$ cat src/rtl/core/assert_macros.svh
// Assertion macros shared by the core RTL.
// Depends on nothing; included by the top level.
`ifndef ASSERT_MACROS_SVH
`define ASSERT_MACROS_SVH
// implication checked on every rising clock edge outside reset
`define ASSERT_IMPL(label, clk, rst_n, pre, post) \
	label: assert property (@(posedge clk) disable iff (!rst_n) (pre) |-> (post)) \
		else $error("assertion failed");
// next-cycle implication
`define ASSERT_NEXT(label, clk, rst_n, pre, post) \
	label: assert property (@(posedge clk) disable iff (!rst_n) (pre) |=> (post)) \
		else $error("assertion failed");
`endif

$ cat src/rtl/core/vtp_pkg.sv
// Types and constants for the vertex transform and project core.
// Depends on nothing.
package vtp_pkg;
	localparam logic [1:0] OP_LOAD_ROW = 2'd0;
	localparam logic [1:0] OP_COMPOSE  = 2'd1;
	localparam logic [1:0] OP_VERTEX   = 2'd2;

	localparam logic [2:0] REG_CAM_ROW0  = 3'd0;
	localparam logic [2:0] REG_CAM_ROW1  = 3'd1;
	localparam logic [2:0] REG_CAM_ROW2  = 3'd2;
	localparam logic [2:0] REG_CAM_TXY   = 3'd3;
	localparam logic [2:0] REG_CAM_TZ    = 3'd4;
	localparam logic [2:0] REG_PROJ_DIST = 3'd5;
	localparam logic [2:0] REG_SCR_OFF   = 3'd6;

	typedef enum logic [3:0] {
		ST_IDLE,
		ST_MAC,
		ST_STORE,
		ST_DIV_START,
		ST_DIV_WAIT,
		ST_FINISH,
		ST_OUT
	} state_t;

	// controller -> datapath commands
	typedef struct packed {
		logic       load_in;
		logic       clear_acc;
		logic       mac;
		logic [1:0] k;
		logic [1:0] i;
		logic [1:0] j;
		logic       is_trans;
		logic       store_vm;
		logic       store_vt;
		logic       store_w;
		logic       div_start;
		logic       div_axis;
		logic       finish_axis;
		logic       out_load;
	} cmd_t;

	// op is the operation held for the item in flight, in_op the one offered at the input
	typedef struct packed {
		logic [1:0] op;
		logic [1:0] in_op;
		logic       div_busy;
	} stat_t;
endpackage

$ cat src/rtl/core/vtp_div.sv
// Restoring divider, one quotient bit per cycle, unsigned.
// Depends on nothing.
module vtp_div #(
	parameter int NW = 56,
	parameter int DW = 32
) (
	input  logic          clk,
	input  logic          arst_n,
	input  logic          start,
	input  logic [NW-1:0] num,
	input  logic [DW-1:0] den,
	output logic          busy,
	output logic [NW-1:0] quo,
	output logic [DW-1:0] rem
);
	localparam int CW = $clog2(NW + 1);
	logic [CW-1:0] cnt_q;
	logic [NW-1:0] q_q;
	logic [DW:0]   r_q;
	logic [DW-1:0] d_q;
	logic [DW:0]   trial;
	logic [DW:0]   shifted;

	assign shifted = {r_q[DW-1:0], q_q[NW-1]};
	assign trial   = shifted - {1'b0, d_q};

	always_ff @(posedge clk or negedge arst_n) begin
		if (!arst_n) begin
			cnt_q <= '0;
		end else if (start) begin
			cnt_q <= CW'(NW);
		end else if (cnt_q != '0) begin
			cnt_q <= cnt_q - 1'b1;
		end
	end

	always_ff @(posedge clk) begin
		if (start) begin
			q_q <= num;
			r_q <= '0;
			d_q <= den;
		end else if (cnt_q != '0) begin
			if (!trial[DW]) begin
				r_q <= trial;
				q_q <= {q_q[NW-2:0], 1'b1};
			end else begin
				r_q <= shifted;
				q_q <= {q_q[NW-2:0], 1'b0};
			end
		end
	end

	assign busy = (cnt_q != '0);
	assign quo  = q_q;
	assign rem  = r_q[DW-1:0];
endmodule

$ cat src/rtl/core/vtp_ctrl.sv
// Sequencer for loads, compose and vertex transform.
// Depends on vtp_pkg.
module vtp_ctrl (
	input  logic           clk,
	input  logic           arst_n,
	input  logic           in_valid,
	output logic           in_ready,
	output logic           out_valid,
	input  logic           out_ready,
	input  vtp_pkg::stat_t stat,
	output vtp_pkg::cmd_t  cmd
);
	import vtp_pkg::*;
	state_t st_q, st_d;
	logic [1:0] i_q, j_q, k_q;
	logic       tr_q, ax_q, ov_q;
	logic       last_k, last_col;

	assign last_k   = (k_q == 2'd2);
	// compose walks j=0..2 then the translation column; vertex only does the translation slot
	assign last_col = tr_q;
	assign in_ready = (st_q == ST_IDLE) && !ov_q;
	assign out_valid = ov_q;

	always_comb begin
		st_d = st_q;
		case (st_q)
			ST_IDLE: if (in_valid && in_ready) begin
				st_d = ST_IDLE;
			end else if (1'b0) begin
				st_d = ST_IDLE;
			end
			ST_MAC:       if (last_k) st_d = ST_STORE;
			ST_STORE: begin
				if (last_col && i_q == 2'd2)
					st_d = (stat.op == OP_VERTEX) ? ST_DIV_START : ST_IDLE;
				else
					st_d = ST_MAC;
			end
			ST_DIV_START: st_d = ST_DIV_WAIT;
			ST_DIV_WAIT:  if (!stat.div_busy) st_d = ST_FINISH;
			ST_FINISH:    st_d = ax_q ? ST_OUT : ST_DIV_START;
			ST_OUT:       st_d = ST_IDLE;
			default:      st_d = ST_IDLE;
		endcase
		if (st_q == ST_IDLE && in_valid && in_ready &&
		    (stat.in_op == OP_COMPOSE || stat.in_op == OP_VERTEX))
			st_d = ST_MAC;
	end

	always_ff @(posedge clk or negedge arst_n) begin
		if (!arst_n) begin
			st_q <= ST_IDLE;
			i_q <= '0; j_q <= '0; k_q <= '0; tr_q <= 1'b0; ax_q <= 1'b0; ov_q <= 1'b0;
		end else begin
			st_q <= st_d;
			if (st_q == ST_OUT) ov_q <= 1'b1;
			else if (ov_q && out_ready) ov_q <= 1'b0;
			case (st_q)
				ST_IDLE: begin
					i_q <= '0; j_q <= '0; k_q <= '0; ax_q <= 1'b0;
					tr_q <= (stat.in_op == OP_VERTEX);
				end
				ST_MAC: k_q <= k_q + 2'd1;
				ST_STORE: begin
					k_q <= '0;
					if (stat.op == OP_VERTEX) begin
						tr_q <= 1'b1;
						i_q <= i_q + 2'd1;
					end else if (tr_q) begin
						tr_q <= 1'b0; j_q <= '0; i_q <= i_q + 2'd1;
					end else if (j_q == 2'd2) begin
						tr_q <= 1'b1;
					end else begin
						j_q <= j_q + 2'd1;
					end
				end
				ST_FINISH: ax_q <= 1'b1;
				default: ;
			endcase
		end
	end

	always_comb begin
		cmd = '0;
		cmd.load_in     = (st_q == ST_IDLE) && in_valid && in_ready;
		cmd.clear_acc   = (st_q == ST_IDLE) || (st_q == ST_STORE);
		cmd.mac         = (st_q == ST_MAC);
		cmd.k           = k_q;
		cmd.i           = i_q;
		cmd.j           = j_q;
		cmd.is_trans    = tr_q;
		cmd.store_vm    = (st_q == ST_STORE) && (stat.op == OP_COMPOSE) && !tr_q;
		cmd.store_vt    = (st_q == ST_STORE) && (stat.op == OP_COMPOSE) && tr_q;
		cmd.store_w     = (st_q == ST_STORE) && (stat.op == OP_VERTEX);
		cmd.div_start   = (st_q == ST_DIV_START);
		cmd.div_axis    = ax_q;
		cmd.finish_axis = (st_q == ST_FINISH);
		cmd.out_load    = (st_q == ST_OUT);
	end
endmodule

$ cat src/rtl/core/vtp_datapath.sv
// Shared multiply-accumulate, matrix state, divider and projection clamp.
// Depends on vtp_pkg and vtp_div.
module vtp_datapath #(
	parameter int SCREEN_FRAC_BITS = 4
) (
	input  logic               clk,
	input  logic               arst_n,
	input  logic               cfg_we,
	input  logic [2:0]         cfg_index,
	input  logic [63:0]        cfg_data,
	input  logic [1:0]         operation,
	input  logic [1:0]         row_index,
	input  logic signed [15:0] elem_a,
	input  logic signed [15:0] elem_b,
	input  logic signed [15:0] elem_c,
	input  logic signed [7:0]  vert_x,
	input  logic signed [7:0]  vert_y,
	input  logic signed [7:0]  vert_z,
	input  logic [23:0]        color_word,
	input  logic [7:0]         uv_u,
	input  logic [7:0]         uv_v,
	input  vtp_pkg::cmd_t      cmd,
	output vtp_pkg::stat_t     stat,
	output logic signed [14:0] screen_x,
	output logic signed [14:0] screen_y,
	output logic [30:0]        depth_z,
	output logic [7:0]         red,
	output logic [7:0]         green,
	output logic [7:0]         blue,
	output logic [7:0]         tex_u,
	output logic [7:0]         tex_v
);
	import vtp_pkg::*;
	localparam int SH = 16 - SCREEN_FRAC_BITS;

	logic [47:0] cam_q [3];
	logic signed [31:0] ct_q [3];
	logic [15:0] h_q;
	logic signed [31:0] off_q [2];
	logic signed [15:0] om_q [9];
	logic signed [17:0] vm_q [9];
	logic signed [33:0] vt_q [3];
	logic [1:0] op_q;
	logic signed [15:0] e_q [3];
	logic signed [16:0] v_q [3];
	logic [23:0] col_q;
	logic [7:0]  u_q, vv_q;
	logic signed [35:0] w_q [3];
	logic signed [39:0] acc_q;
	logic signed [17:0] ma, mb;
	logic signed [35:0] prod;
	logic signed [39:0] rnd;
	logic signed [35:0] wsum;
	logic signed [35:0] z36;
	logic [16:0] nearp;
	logic signed [35:0] w_ax;
	logic [35:0] mag;
	logic [63:0] num;
	logic [63:0] quo;
	logic [31:0] rem;
	logic [31:0] zden;
	logic        busy;
	logic [52:0] full;
	logic signed [53:0] vsgn;
	logic signed [54:0] vsum, vcl;
	logic signed [54:0] vr;
	logic signed [14:0] sx_q, sy_q, px_q, py_q;
	logic [1:0]  ri;

	always_ff @(posedge clk or negedge arst_n) begin
		if (!arst_n) begin
			for (int n = 0; n < 3; n++) begin cam_q[n] <= '0; ct_q[n] <= '0; end
			h_q <= 16'd256; off_q[0] <= '0; off_q[1] <= '0;
		end else if (cfg_we) begin
			case (cfg_index)
				REG_CAM_ROW0:  cam_q[0] <= cfg_data[47:0];
				REG_CAM_ROW1:  cam_q[1] <= cfg_data[47:0];
				REG_CAM_ROW2:  cam_q[2] <= cfg_data[47:0];
				REG_CAM_TXY:   begin ct_q[0] <= cfg_data[31:0]; ct_q[1] <= cfg_data[63:32]; end
				REG_CAM_TZ:    ct_q[2] <= cfg_data[31:0];
				REG_PROJ_DIST: h_q <= cfg_data[15:0];
				REG_SCR_OFF:   begin off_q[0] <= cfg_data[31:0]; off_q[1] <= cfg_data[63:32]; end
				default: ;
			endcase
		end
	end

	always_ff @(posedge clk) begin
		if (cmd.load_in) begin
			op_q <= operation;
			e_q[0] <= elem_a; e_q[1] <= elem_b; e_q[2] <= elem_c;
			v_q[0] <= 17'(signed'({vert_x, 8'd0}));
			v_q[1] <= 17'(signed'({vert_y, 8'd0}));
			v_q[2] <= 17'(signed'({vert_z, 8'd0}));
			col_q <= color_word; u_q <= uv_u; vv_q <= uv_v;
		end
	end
	assign stat.op = op_q;
	assign stat.in_op = operation;
	assign ri = row_index;

	always_ff @(posedge clk or negedge arst_n) begin
		if (!arst_n) begin
			for (int n = 0; n < 9; n++) begin om_q[n] <= '0; vm_q[n] <= '0; end
			for (int n = 0; n < 3; n++) vt_q[n] <= '0;
		end else begin
			if (cmd.load_in && operation == OP_LOAD_ROW && ri != 2'd3) begin
				om_q[ri*3+0] <= elem_a; om_q[ri*3+1] <= elem_b; om_q[ri*3+2] <= elem_c;
			end
			if (cmd.store_vm) begin
				if (rnd > 40'sd131071) vm_q[cmd.i*3+cmd.j] <= 18'sd131071;
				else if (rnd < -40'sd131072) vm_q[cmd.i*3+cmd.j] <= -18'sd131072;
				else vm_q[cmd.i*3+cmd.j] <= rnd[17:0];
			end
			if (cmd.store_vt) vt_q[cmd.i] <= 34'(ct_q[cmd.i]) + rnd[33:0];
		end
	end

	// operand select for the shared multiplier
	always_comb begin
		if (op_q == OP_VERTEX) begin
			ma = vm_q[cmd.i*3+cmd.k];
			mb = 18'(v_q[cmd.k]);
		end else begin
			ma = 18'(signed'(cam_q[cmd.i][16*cmd.k +: 16]));
			mb = cmd.is_trans ? 18'(e_q[cmd.k]) : 18'(om_q[cmd.k*3+cmd.j]);
		end
	end
	assign prod = ma * mb;
	assign rnd  = (acc_q + 40'sd2048) >>> 12;
	assign wsum = 36'(rnd) + 36'(vt_q[cmd.i]);

	always_ff @(posedge clk) begin
		if (cmd.clear_acc) acc_q <= '0;
		else if (cmd.mac) acc_q <= acc_q + 40'(prod);
		if (cmd.store_w) w_q[cmd.i] <= wsum;
	end

	// near plane is at least one view unit, even for H of zero
	assign nearp = (h_q == 16'd0) ? 17'd1 : ({1'b0, h_q} + 17'd1) >> 1;
	assign z36 = (w_q[2] < $signed(36'(nearp))) ? 36'(nearp) : w_q[2];
	assign zden = (z36 > 36'sd4294967295) ? 32'hFFFFFFFF : z36[31:0];
	assign w_ax = cmd.div_axis ? w_q[1] : w_q[0];
	assign mag  = w_ax[35] ? 36'(-w_ax) : w_ax;
	assign num  = {48'(mag * {20'd0, h_q}), 16'd0};

	// |w|*H << 16 / z in one pass: quotient holds integer and fraction
	vtp_div #(.NW(64), .DW(32)) u_div (
		.clk(clk), .arst_n(arst_n), .start(cmd.div_start),
		.num(num), .den(zden), .busy(busy), .quo(quo), .rem(rem)
	);
	assign stat.div_busy = busy;

	always_comb begin
		full = (quo[63:16] > 48'd1048576) ? 53'(64'd1048576 << 16) : quo[52:0];
		vsgn = w_ax[35] ? -54'(full) : 54'(full);
		vsum = 55'(vsgn) + 55'(cmd.div_axis ? off_q[1] : off_q[0]);
		if (vsum < -55'sd67108864) vcl = -55'sd67108864;
		else if (vsum > 55'sd67043328) vcl = 55'sd67043328;
		else vcl = vsum;
		vr = (vcl + 55'(56'sd1 <<< (SH - 1))) >>> SH;
	end

	always_ff @(posedge clk) begin
		if (cmd.finish_axis) begin
			if (cmd.div_axis) py_q <= vr[14:0];
			else px_q <= vr[14:0];
		end
		if (cmd.out_load) begin
			sx_q <= px_q; sy_q <= py_q;
		end
	end
	assign screen_x = sx_q;
	assign screen_y = sy_q;
	assign depth_z  = (z36 > 36'sd2147483647) ? 31'h7FFFFFFF : z36[30:0];
	assign red   = col_q[7:0];
	assign green = col_q[15:8];
	assign blue  = col_q[23:16];
	assign tex_u = u_q;
	assign tex_v = vv_q;
	logic unused;
	assign unused = ^rem;
endmodule

$ cat src/rtl/core/vertex_transform_project_core.sv
// Vertex transform and perspective project core: top level.
// Load row stores the beat; compose and vertex run MAC and store steps; vertex adds two divides.
// One item at a time, none while a result waits; vertex rate set by the bit-serial H/z divider.
// Reset: arst_n clears control, matrices and config (H resets to 256).
// Depends on vtp_pkg, vtp_ctrl, vtp_datapath, vtp_div and assert_macros.svh.
`include "assert_macros.svh"
module vertex_transform_project_core #(
	parameter int SCREEN_FRAC_BITS = 4
) (
	input  logic               clk,
	input  logic               arst_n,
	input  logic               cfg_we,
	input  logic [2:0]         cfg_index,
	input  logic [63:0]        cfg_data,
	input  logic               in_valid,
	output logic               in_ready,
	input  logic [1:0]         operation,
	input  logic [1:0]         row_index,
	input  logic signed [15:0] elem_a,
	input  logic signed [15:0] elem_b,
	input  logic signed [15:0] elem_c,
	input  logic signed [7:0]  vert_x,
	input  logic signed [7:0]  vert_y,
	input  logic signed [7:0]  vert_z,
	input  logic [23:0]        color_word,
	input  logic [7:0]         uv_u,
	input  logic [7:0]         uv_v,
	output logic               out_valid,
	input  logic               out_ready,
	output logic signed [14:0] screen_x,
	output logic signed [14:0] screen_y,
	output logic [30:0]        depth_z,
	output logic [7:0]         red,
	output logic [7:0]         green,
	output logic [7:0]         blue,
	output logic [7:0]         tex_u,
	output logic [7:0]         tex_v
);
	import vtp_pkg::*;
	cmd_t  cmd;
	stat_t stat;

	// sequencer: takes one beat, walks the MAC and divide steps
	vtp_ctrl u_ctrl (
		.clk(clk), .arst_n(arst_n), .in_valid(in_valid), .in_ready(in_ready),
		.out_valid(out_valid), .out_ready(out_ready), .stat(stat), .cmd(cmd)
	);

	vtp_datapath #(.SCREEN_FRAC_BITS(SCREEN_FRAC_BITS)) u_dp (
		.clk(clk), .arst_n(arst_n), .cfg_we(cfg_we), .cfg_index(cfg_index),
		.cfg_data(cfg_data), .operation(operation), .row_index(row_index),
		.elem_a(elem_a), .elem_b(elem_b), .elem_c(elem_c),
		.vert_x(vert_x), .vert_y(vert_y), .vert_z(vert_z),
		.color_word(color_word), .uv_u(uv_u), .uv_v(uv_v),
		.cmd(cmd), .stat(stat),
		.screen_x(screen_x), .screen_y(screen_y), .depth_z(depth_z),
		.red(red), .green(green), .blue(blue), .tex_u(tex_u), .tex_v(tex_v)
	);

	// no new beat while a result waits
	`ASSERT_IMPL(a_no_accept_with_result, clk, arst_n, out_valid, !in_ready)
	// a held result stays until taken
	`ASSERT_NEXT(a_result_holds, clk, arst_n, out_valid && !out_ready, out_valid && $stable(screen_x))
	// divider is never restarted while busy
	`ASSERT_IMPL(a_div_idle_on_start, clk, arst_n, cmd.div_start, !stat.div_busy)
endmodule

$ cat config.mk
export PLATFORM = sky130hd
export DESIGN_NAME = vertex_transform_project_core
export DESIGN_NICKNAME = d
export VERILOG_FILES = /design/src/rtl/core/vtp_pkg.sv /design/src/rtl/core/vtp_div.sv /design/src/rtl/core/vtp_ctrl.sv /design/src/rtl/core/vtp_datapath.sv /design/src/rtl/core/vertex_transform_project_core.sv
export VERILOG_INCLUDE_DIRS = /design/src /design/src/rtl/core
export SDC_FILE = /design/constraint.sdc
export NUM_CORES = 2
export LEC_CHECK = 0
export BUFFER_PORTS_ARGS = -buffer_cell sky130_fd_sc_hd__buf_2
export CAP_MARGIN = 20
export CELL_PAD_IN_SITES_DETAIL_PLACEMENT = 1
export CELL_PAD_IN_SITES_GLOBAL_PLACEMENT = 1
export CORE_ASPECT_RATIO = 1.75
export CORE_MARGIN = 5
export CORE_UTILIZATION = 40
export CTS_BUF_LIST = sky130_fd_sc_hd__clkbuf_4 sky130_fd_sc_hd__clkbuf_8
export DETAILED_ROUTE_END_ITERATION = 16
export GPL_ROUTABILITY_DRIVEN = 0
export HOLD_SLACK_MARGIN = 0.15
export PLACE_DENSITY_LB_ADDON = 0.1
export SYNTH_ARGS = -nofsm -noshare
export SYNTH_HDL_FRONTEND = slang
export SYNTH_HIERARCHICAL = 1
export SYNTH_SLANG_ARGS = --single-unit
$ cat constraint.sdc
create_clock -name clk -period 11.4 [get_ports clk]
set_input_delay 0 -clock clk [delete_from_list [all_inputs] [get_ports clk]]
set_output_delay 0 -clock clk [all_outputs]
set_load 0.005 [all_outputs]
-- After elaboration in Yosys (flattened, before gate mapping)
Memories as Yosys holds them, arrays and structs flattened.
Index checks and enable logic that the tools add are counted.
- register bits: 1018
- RAM bits: 183
- input bits: 188
- output and inout port bits: 103
- logic and storage cells: 262
- memories kept: 3
- add/subtract/negate cells: 19
- multipliers: 5
- magnitude comparators: 20
- equal/unequal tests: 26
- shifts and indexed selects: 1
- muxes and demuxes: 78
- bitwise gates (word level): 14
- reduce and logical (&&, ||, !) cells: 45
- memory list (memory ; depth ; width ; rd ports ; clocked after memory_dff ; wr ports ; line ; RTL):
    u_dp.w_q ; 3 ; 36 ; 3 ; 0 ; 1 ; vtp_datapath.sv:48 ; logic signed [35:0] w_q [3];
    u_dp.e_q ; 3 ; 16 ; 1 ; 0 ; 3 ; vtp_datapath.sv:44 ; logic signed [15:0] e_q [3];
    u_dp.v_q ; 3 ; 9 ; 1 ; 0 ; 3 ; vtp_datapath.sv:45 ; logic signed [16:0] v_q [3];
- operators with widths (kind ; count):
    $bwmux W144 ; 3
    $mux W162 ; 2
    $ge A33 B5 Y1 const B ; 6
    $demux W16 S4 ; 3
    $not A32 Y33 ; 5
    $bwmux W162 ; 1
    $and A153 B153 Y153 ; 1
    $not A153 Y153 ; 1
    $or A153 B153 Y153 ; 1
    $lt A33 B1 Y1 const B ; 4
    $mux W64 ; 2
    $mux W18 ; 6
    $mux W36 ; 3
    $bwmux W102 ; 1
    $mux W34 ; 3
    $bmux W48 S2 ; 1
    $mux W16 ; 6
    $mux W32 ; 3
    $mux W48 ; 2
    $bmux W18 S4 ; 1
    $demux W18 S4 ; 1
    $bmux W34 S2 ; 1
    $demux W34 S2 ; 1
    $bmux W16 S4 ; 1
    other kinds (73) ; 149

-- Logic depth before layout (Yosys ltp)
- depth after elaboration: 11
- depth in mapped cells: 44
- gate-level depth less buffers: 41

-- Modules after synthesis
The synthesis kept the hierarchy.
- modules (own cells, without submodules) (module ; instances ; cells an instance ; area each (um2) ; sequential area each (um2)):
    vtp_datapath ; 1 ; 8829 ; 87293.7 ; 27322.5
    vtp_div ; 1 ; 676 ; 7272.0 ; 3698.5
    vtp_ctrl ; 1 ; 91 ; 803.3 ; 300.3

-- Least setup slack after synthesis
Ideal clock, no wire load.
- kind: flip-flop to flip-flop
- start: register u_ctrl.ax_q
- end: register u_dp.u_div.q_q[63] (netlist: u_dp/u_div/quo[63]), data pin
- library setup time: 0.260 ns
- data arrival time: 10.870 ns
- data required time: 11.140 ns
- path slack: 0.270 ns
- stages on the path, launching flop included: 42
- path buffers: 9
- period minus slack after synthesis: 11.130 ns
- cells stage by stage: dfrtp_1 -> buf_4 -> buf_2 -> buf_2 -> buf_2 -> clkbuf_1 -> clkbuf_1 -> buf_1 -> buf_2 -> mux2i_1 -> ha_1 -> o2111ai_1 -> nor3_1 -> nand2_1 -> nand2_1 -> xor2_1 -> clkbuf_1 -> nand2_1 -> [6 not listed] -> fa_1 -> inv_1 -> fa_1 -> ha_1 -> a211o_1 -> a2111oi_0 -> o31ai_1 -> a221oi_2 -> o221ai_1 -> a211o_1 -> a41oi_1 -> o21ai_0 -> o41ai_1 -> o21ai_0 -> a21oi_1 -> o21ai_0 -> xnor2_1 -> mux2_2
- word-level cells in the longest chain between the ends: 5
- RTL lines (what ; line ; RTL):
    start: declaration ; vtp_ctrl.sv:16 ; logic tr_q, ax_q, ov_q;
    start signal: assignment ; vtp_ctrl.sv:54 ; i_q <= '0; j_q <= '0; k_q <= '0; tr_q <= 1'b0; ax_q <= 1'b0; ov_q <= 1'b0;
    start signal: assignment ; vtp_ctrl.sv:61 ; i_q <= '0; j_q <= '0; k_q <= '0; ax_q <= 1'b0;
    start signal: assignment ; vtp_ctrl.sv:78 ; ST_FINISH: ax_q <= 1'b1;
    $mux W36 * ; vtp_datapath.sv:143 ; assign w_ax = cmd.div_axis ? w_q[1] : w_q[0];
    $neg A36 Y36 ; vtp_datapath.sv:144 ; assign mag = w_ax[35] ? 36'(-w_ax) : w_ax;
    $mux W36 * ; vtp_datapath.sv:144 ;
    $mul A36 B16 Y48 * ; vtp_datapath.sv:145 ; assign num = {48'(mag * {20'd0, h_q}), 16'd0};
    net u_dp.num[63] ; vtp_datapath.sv:58 ; logic [63:0] num;
    $mux W64 * ; vtp_div.sv:38 ; if (start) begin
    end signal: assignment ; vtp_div.sv:39 ; q_q <= num;
    end signal: assignment ; vtp_div.sv:45 ; q_q <= {q_q[NW-2:0], 1'b1};
    end signal: assignment ; vtp_div.sv:48 ; q_q <= {q_q[NW-2:0], 1'b0};
    end: declaration ; vtp_div.sv:18 ; logic [NW-1:0] q_q;
The timed path passes the listed nets; every way through them passes the cells marked *.
A chain may end at the register's enable or synchronous reset.

-- Worst setup path after layout
- start: register u_ctrl.j_q[1]
- end: register u_dp.acc_q[38]
- word-level cells in the longest chain between the ends: 9
- RTL lines (what ; line ; RTL):
    start: declaration ; vtp_ctrl.sv:15 ; logic [1:0] i_q, j_q, k_q;
    start signal: assignment ; vtp_ctrl.sv:75 ; j_q <= j_q + 2'd1;
    $add A4 B2 Y5 ; vtp_datapath.sv:126 ; mb = cmd.is_trans ? 18'(e_q[cmd.k]) : 18'(om_q[cmd.k*3+cmd.j]);
    $not A32 Y33 (not written as such) ; vtp_datapath.sv:126 ;
    $bmux W16 S4 ; vtp_datapath.sv:126 ;
    $mux W16 (not written as such) (2 in a row) ; vtp_datapath.sv:126 ;
    $mux W18 ; vtp_datapath.sv:126 ;
    $mux W18 ; vtp_datapath.sv:121 ; if (op_q == OP_VERTEX) begin
    $mul A18 B18 Y36 ; vtp_datapath.sv:129 ; assign prod = ma * mb;
    $add A40 B36 Y40 ; vtp_datapath.sv:135 ; else if (cmd.mac) acc_q <= acc_q + 40'(prod);
    end signal: assignment ; vtp_datapath.sv:135 ;
    end: declaration ; vtp_datapath.sv:49 ; logic signed [39:0] acc_q;
Every way passes these cells. The select of a mux whose other input is x is not followed.

==> report_table.html <==
<table>
<tr><th>Metric</th><th>Value</th></tr>
<tr><th colspan="2">Global routing</th></tr>
<tr><td>Maximum number of pins on one net before global-route repair</td><td>between 150 and 200</td></tr>
<tr><td>Vias in the first global route</td><td>around 86000</td></tr>
<tr><td>Wire length of the first global-routing pass</td><td>about 540000 µm</td></tr>
<tr><td>Tot GR Track Use</td><td>roughly 29%</td></tr>
<tr><td>Congestion Overflow GR</td><td>0</td></tr>
<tr><td>Initial antenna violation count</td><td>31</td></tr>
<tr><th colspan="2">Cells and area</th></tr>
<tr><td>Non-filler instance count after layout</td><td>around 13000</td></tr>
<tr><td>Post-layout utilization of the core</td><td>45.93%</td></tr>
<tr><td>Most common cell after layout, fill and taps aside</td><td>sky130_fd_sc_hd__nand2_1</td></tr>
<tr><td>Net count of the finished layout</td><td>11660</td></tr>
<tr><td>Leading cell types in the layout, fill and taps excluded</td><td>1336 x sky130_fd_sc_hd__nand2_1, 998 x sky130_fd_sc_hd__inv_1, 858 x sky130_fd_sc_hd__fa_1, 736 x sky130_fd_sc_hd__dfrtp_1, 502 x sky130_fd_sc_hd__mux2_2</td></tr>
<tr><td>Layout cell share with drive strength beyond 1</td><td>between 10 and 15%</td></tr>
<tr><td>Area growth, synth to finish</td><td>14.53%</td></tr>
<tr><th colspan="2">Critical path</th></tr>
<tr><td>Worst setup SP type</td><td>flip-flop</td></tr>
<tr><td>Buffer and inverter count on the worst path</td><td>10</td></tr>
<tr><td>Highest-delay cell along the critical path</td><td>sky130_fd_sc_hd__fa_1</td></tr>
<tr><td>Endpoint class of the critical path</td><td>flip-flop</td></tr>
<tr><td>Critical Setup Path Class</td><td>reg2reg</td></tr>
<tr><td>Maximum single-stage delay on the critical path</td><td>approximately 600 ps</td></tr>
<tr><td>CP Data Arrival Time</td><td>approximately 11000 ps</td></tr>
<tr><td>Crit Path Max Fanout</td><td>9</td></tr>
<tr><td>Required time at the worst-slack endpoint</td><td>approximately 12000 ps</td></tr>
<tr><td>FF-to-FF path depth</td><td>39</td></tr>
<tr><td>Largest delay contributor family on the critical path</td><td>adder cells</td></tr>
<tr><td>Reg-to-Reg Start</td><td>u_ctrl/j_q[1]</td></tr>
<tr><td>RR Endpoint</td><td>u_dp/acc_q[38]</td></tr>
<tr><td>Slack of the worst reg-to-reg path</td><td>roughly 650 ps</td></tr>
<tr><th colspan="2">Drt</th></tr>
<tr><td>Post-route ant nets</td><td>0</td></tr>
<tr><td>Total iterations of the first detailed-routing run</td><td>7</td></tr>
<tr><td>DR WL/cell</td><td>roughly 27 µm</td></tr>
<tr><td>Residual DRC</td><td>0</td></tr>
<tr><td>Number of DRC markers in iteration 0</td><td>between 3000 and 4000</td></tr>
<tr><td>Vias per cell</td><td>between 5 and 6</td></tr>
<tr><td>Wirelength, routed</td><td>~360000 µm</td></tr>
<tr><td>Detailed-route via count</td><td>between 70000 and 80000</td></tr>
<tr><th colspan="2">Clock network</th></tr>
<tr><td>Later-pin clock latency in the skew report</td><td>around 970 ps</td></tr>
<tr><td>Max Buffers Root-to-Sink</td><td>4</td></tr>
<tr><td>TritonCTS clock tree</td><td>yes</td></tr>
<tr><td>Inserted Clock Buffers</td><td>between 150 and 200</td></tr>
<tr><td>Reg clk slew, reported paths</td><td>70 ps</td></tr>
<tr><td>Root buffer selected by CTS</td><td>sky130_fd_sc_hd__clkbuf_8</td></tr>
<tr><td>TritonCTS sink count</td><td>1191</td></tr>
<tr><td>Number of H-tree levels</td><td>4</td></tr>
<tr><th colspan="2">Timing</th></tr>
<tr><td>Setup TNS</td><td>0 ps</td></tr>
<tr><td>Worst Tran Pin Value</td><td>approximately 1200 ps</td></tr>
<tr><td>Post-Route Skew</td><td>roughly 150 ps</td></tr>
<tr><td>Maximum clock rate</td><td>just over 90 MHz</td></tr>
<tr><td>Period Utilization, post-route</td><td>94.32%</td></tr>
<tr><td>RSZ-0062 raised after global routing</td><td>false</td></tr>
<tr><td>Shortest clock period the worst path allows after layout</td><td>~11000 ps</td></tr>
<tr><td>Worst relative slew slack</td><td>16.93%</td></tr>
<tr><td>Final-report hold violation count</td><td>0</td></tr>
<tr><td>Count of endpoints failing setup in the final report</td><td>0</td></tr>
<tr><td>Final slew viol count</td><td>0</td></tr>
<tr><td>Hold slack final</td><td>roughly 260 ps</td></tr>
<tr><th colspan="2">Synthesis</th></tr>
<tr><td>Distinct cell type count of the synthesized netlist</td><td>around 110</td></tr>
<tr><td>Cell count after synthesis</td><td>between 9000 and 10000</td></tr>
<tr><td>Number of enable flip-flop cells after synthesis</td><td>around 380</td></tr>
<tr><td>Mapped Area</td><td>95370 µm²</td></tr>
<tr><td>Total of flip-flops plus latches after synthesis</td><td>~1200</td></tr>
<tr><td>Sequential-to-total area share from yosys stat</td><td>about a third</td></tr>
<tr><td>Average cell area after synthesis</td><td>roughly 10 µm²</td></tr>
<tr><td>Top cell type's share of synthesized area</td><td>19.50%</td></tr>
<tr><td>Synth area leaders</td><td>sky130_fd_sc_hd__dfrtp_1 19%, sky130_fd_sc_hd__fa_1 18%, sky130_fd_sc_hd__edfxtp_1 12%</td></tr>
<tr><td>Number of warnings printed during yosys synthesis</td><td>6</td></tr>
<tr><td>Cell type with the highest aggregate area in the netlist</td><td>sky130_fd_sc_hd__dfrtp_1</td></tr>
<tr><td>Post-synthesis async set-or-reset flop share</td><td>between 60 and 70%</td></tr>
<tr><td>Flip-flop cell with the highest count after synthesis</td><td>sky130_fd_sc_hd__dfrtp_1</td></tr>
<tr><th colspan="2">Placement</th></tr>
<tr><td>Port buffer count</td><td>just under 300</td></tr>
<tr><td>Dpl cells</td><td>~13000</td></tr>
<tr><td>Detail Placement HPWL</td><td>around 270000 µm</td></tr>
<tr><th colspan="2">Worst hold path</th></tr>
<tr><td>Type of the worst min-delay path</td><td>in2reg</td></tr>
<tr><td>Hold Crit Start</td><td>cfg_data[26]</td></tr>
<tr><td>Worst hold path depth</td><td>3</td></tr>
<tr><td>Endpoint of the worst hold path</td><td>u_dp/cam_q[74]</td></tr>
<tr><th colspan="2">Job</th></tr>
<tr><td>Max-cap violations</td><td>0</td></tr>
<tr><th colspan="2">Floorplan</th></tr>
<tr><td>Total Die Area</td><td>around 250000 µm²</td></tr>
<tr><td>Number of placement rows</td><td>roughly 240</td></tr>
<tr><td>Number of placed I/O pins</td><td>between 200 and 300</td></tr>
<tr><td>Std-Cell Core Area</td><td>between 200000 and 250000 µm²</td></tr>
<tr><td>Initial core utilization</td><td>40.10%</td></tr>
<tr><td>Horizontal extent of the die</td><td>approximately 380 µm</td></tr>
<tr><td>Die height</td><td>approximately 660 µm</td></tr>
<tr><th colspan="2">Power and ir drop</th></tr>
<tr><td>Static Leakage</td><td>between 40 and 50 nW</td></tr>
<tr><td>Total chip power</td><td>between 15 and 20 mW</td></tr>
<tr><td>Peak supply drop</td><td>around 370 µV</td></tr>
<tr><td>Power density over cell area</td><td>between 150 and 200 nW/µm²</td></tr>
<tr><th colspan="2">Run status</th></tr>
<tr><td>Outcome</td><td>finished, final reports clean</td></tr>
</table>
[cell families after synthesis]
logic type                 synth area share (%)
muxes                                     9.643
other                                  0.007875
DFF                                       32.84
and+or+nand+nor                           13.10
buffers and inverters                     6.309
xor gates and xnor gates                  2.874
adders and majority gates                 23.55
AOI/OAI and AO/OA                         11.68
[cells in the mapped netlist (34+ instances only)]
master                        n
sky130_fd_sc_hd__mux2_2     502
sky130_fd_sc_hd__nor2_1     470
sky130_fd_sc_hd__a22o_1     143
sky130_fd_sc_hd__nand4_1     56
sky130_fd_sc_hd__mux4_2      68
sky130_fd_sc_hd__nand2b_1    97
sky130_fd_sc_hd__dfxtp_1     72
sky130_fd_sc_hd__o211ai_1    34
sky130_fd_sc_hd__xor2_1     126
sky130_fd_sc_hd__a22oi_1     68
sky130_fd_sc_hd__inv_1      999
sky130_fd_sc_hd__and3_1      61
sky130_fd_sc_hd__nor3_1     100
sky130_fd_sc_hd__mux2i_1    201
sky130_fd_sc_hd__nor2b_1     74
sky130_fd_sc_hd__buf_1       53
sky130_fd_sc_hd__a21o_1     118
sky130_fd_sc_hd__nand2_1   1339
sky130_fd_sc_hd__o21ai_0    467
sky130_fd_sc_hd__o31ai_1     69
sky130_fd_sc_hd__nand3_1    176
sky130_fd_sc_hd__xnor2_1    187
sky130_fd_sc_hd__o21bai_1    34
sky130_fd_sc_hd__dfrtp_1    743
sky130_fd_sc_hd__clkbuf_1   473
sky130_fd_sc_hd__a21oi_1    434
sky130_fd_sc_hd__edfxtp_1   375
sky130_fd_sc_hd__o21a_1      39
sky130_fd_sc_hd__ha_1       422
sky130_fd_sc_hd__a211oi_1    52
sky130_fd_sc_hd__fa_1       858
sky130_fd_sc_hd__a31oi_1     38
sky130_fd_sc_hd__and2_1     195
[worst reg2reg max path: cells and delay by family (launching register included)]
family / cells / cell delay (ps)
buf+inv: 10 / 1300
simple gates: 5 / 990
fa+ha+maj: 11 / 5030
xor+xnor: 1 / 170
flops: 1 / 490
compound gates: 12 / 2530
[routing by layer]
metal  vias up  part of all wire [%]  global-route usage (%)
met5         -                 0.040                       0
met4        22                   7.4                   17.62
met3       946                   3.4                   3.092
met2      1976                    54                   54.69
met1     39580                    35                   29.97
li1      33630                     -                       -
[power breakdown]
part	total, mW	switching [mW]	internal [mW]
Sequential	4.97	0.246	4.73
Combinational	10.5	5.97	4.50
Clock	4.15	1.85	2.30
[registers in the layout (all words and copies together) (netlist names), 15 cells and up]
signal / count
u_dp/vm_q: 162
u_dp/px_q: 15
u_dp/col_q: 24
u_dp/screen_y: 15
u_dp/cam_q: 144
u_dp/h_q: 16
u_dp/v_q: 24
u_dp/screen_x: 15
u_dp/vt_q: 99
u_dp/py_q: 15
u_dp/ct_q: 96
u_dp/om_q: 144
u_dp/off_q: 64
u_dp/acc_q: 40
u_dp/w_q: 105
u_dp/u_div/d_q: 32
u_dp/e_q: 48
u_dp/u_div/quo: 64
u_dp/u_div/r_q: 32
[worst max-delay path by stage]
stage / to / slack [ps] / from / cells after the start
floorplan: u_dp/u_div/quo[63] / 270 / u_ctrl/ax_q / 41
global placement: u_dp/acc_q[39] / 380 / u_ctrl/j_q[1] / 35
detailed placement: u_dp/u_div/quo[63] / 690 / u_ctrl/ax_q / 34
CTS: u_dp/acc_q[38] / 540 / u_ctrl/j_q[1] / 39
global route: u_dp/u_div/quo[63] / 20 / u_ctrl/ax_q / 34
finish: u_dp/acc_q[38] / 650 / u_ctrl/j_q[1] / 39
[area by class of cell]
type	count	area [µm²]
Inverter	1001	3757
Clock buffer	270	3416
Fill cell	26490	128600
Clock inverter	68	763.2
Timing Repair Buffer	950	7652
Multi-Input combinational cell	6861	58350
Tap cell	3107	3887
Antenna cell	24	60.06
Sequential cell	1191	31340
[timing repair]
| action | CTS | global route |
|---|---|---|
| buffers inserted | 0 | 1 |
| hold buffers | 413 | 0 |
| gates resized for setup | 0 | 2 |
| endpoints found under the hold margin | 984 | 0 |
| setup endpoints to repair | 0 | 8 |
[metrics by stage]
stage                     cell area [µm²]  setup slack (ps)
final                              109200             647.7
after global routing               109200             19.10
after CTS                          109100             536.8
after detailed placement           100700             688.6
after global placement             100600             385.0
after floorplan                     95470             270.1
Note: power is estimated with default switching activity, not from simulation.
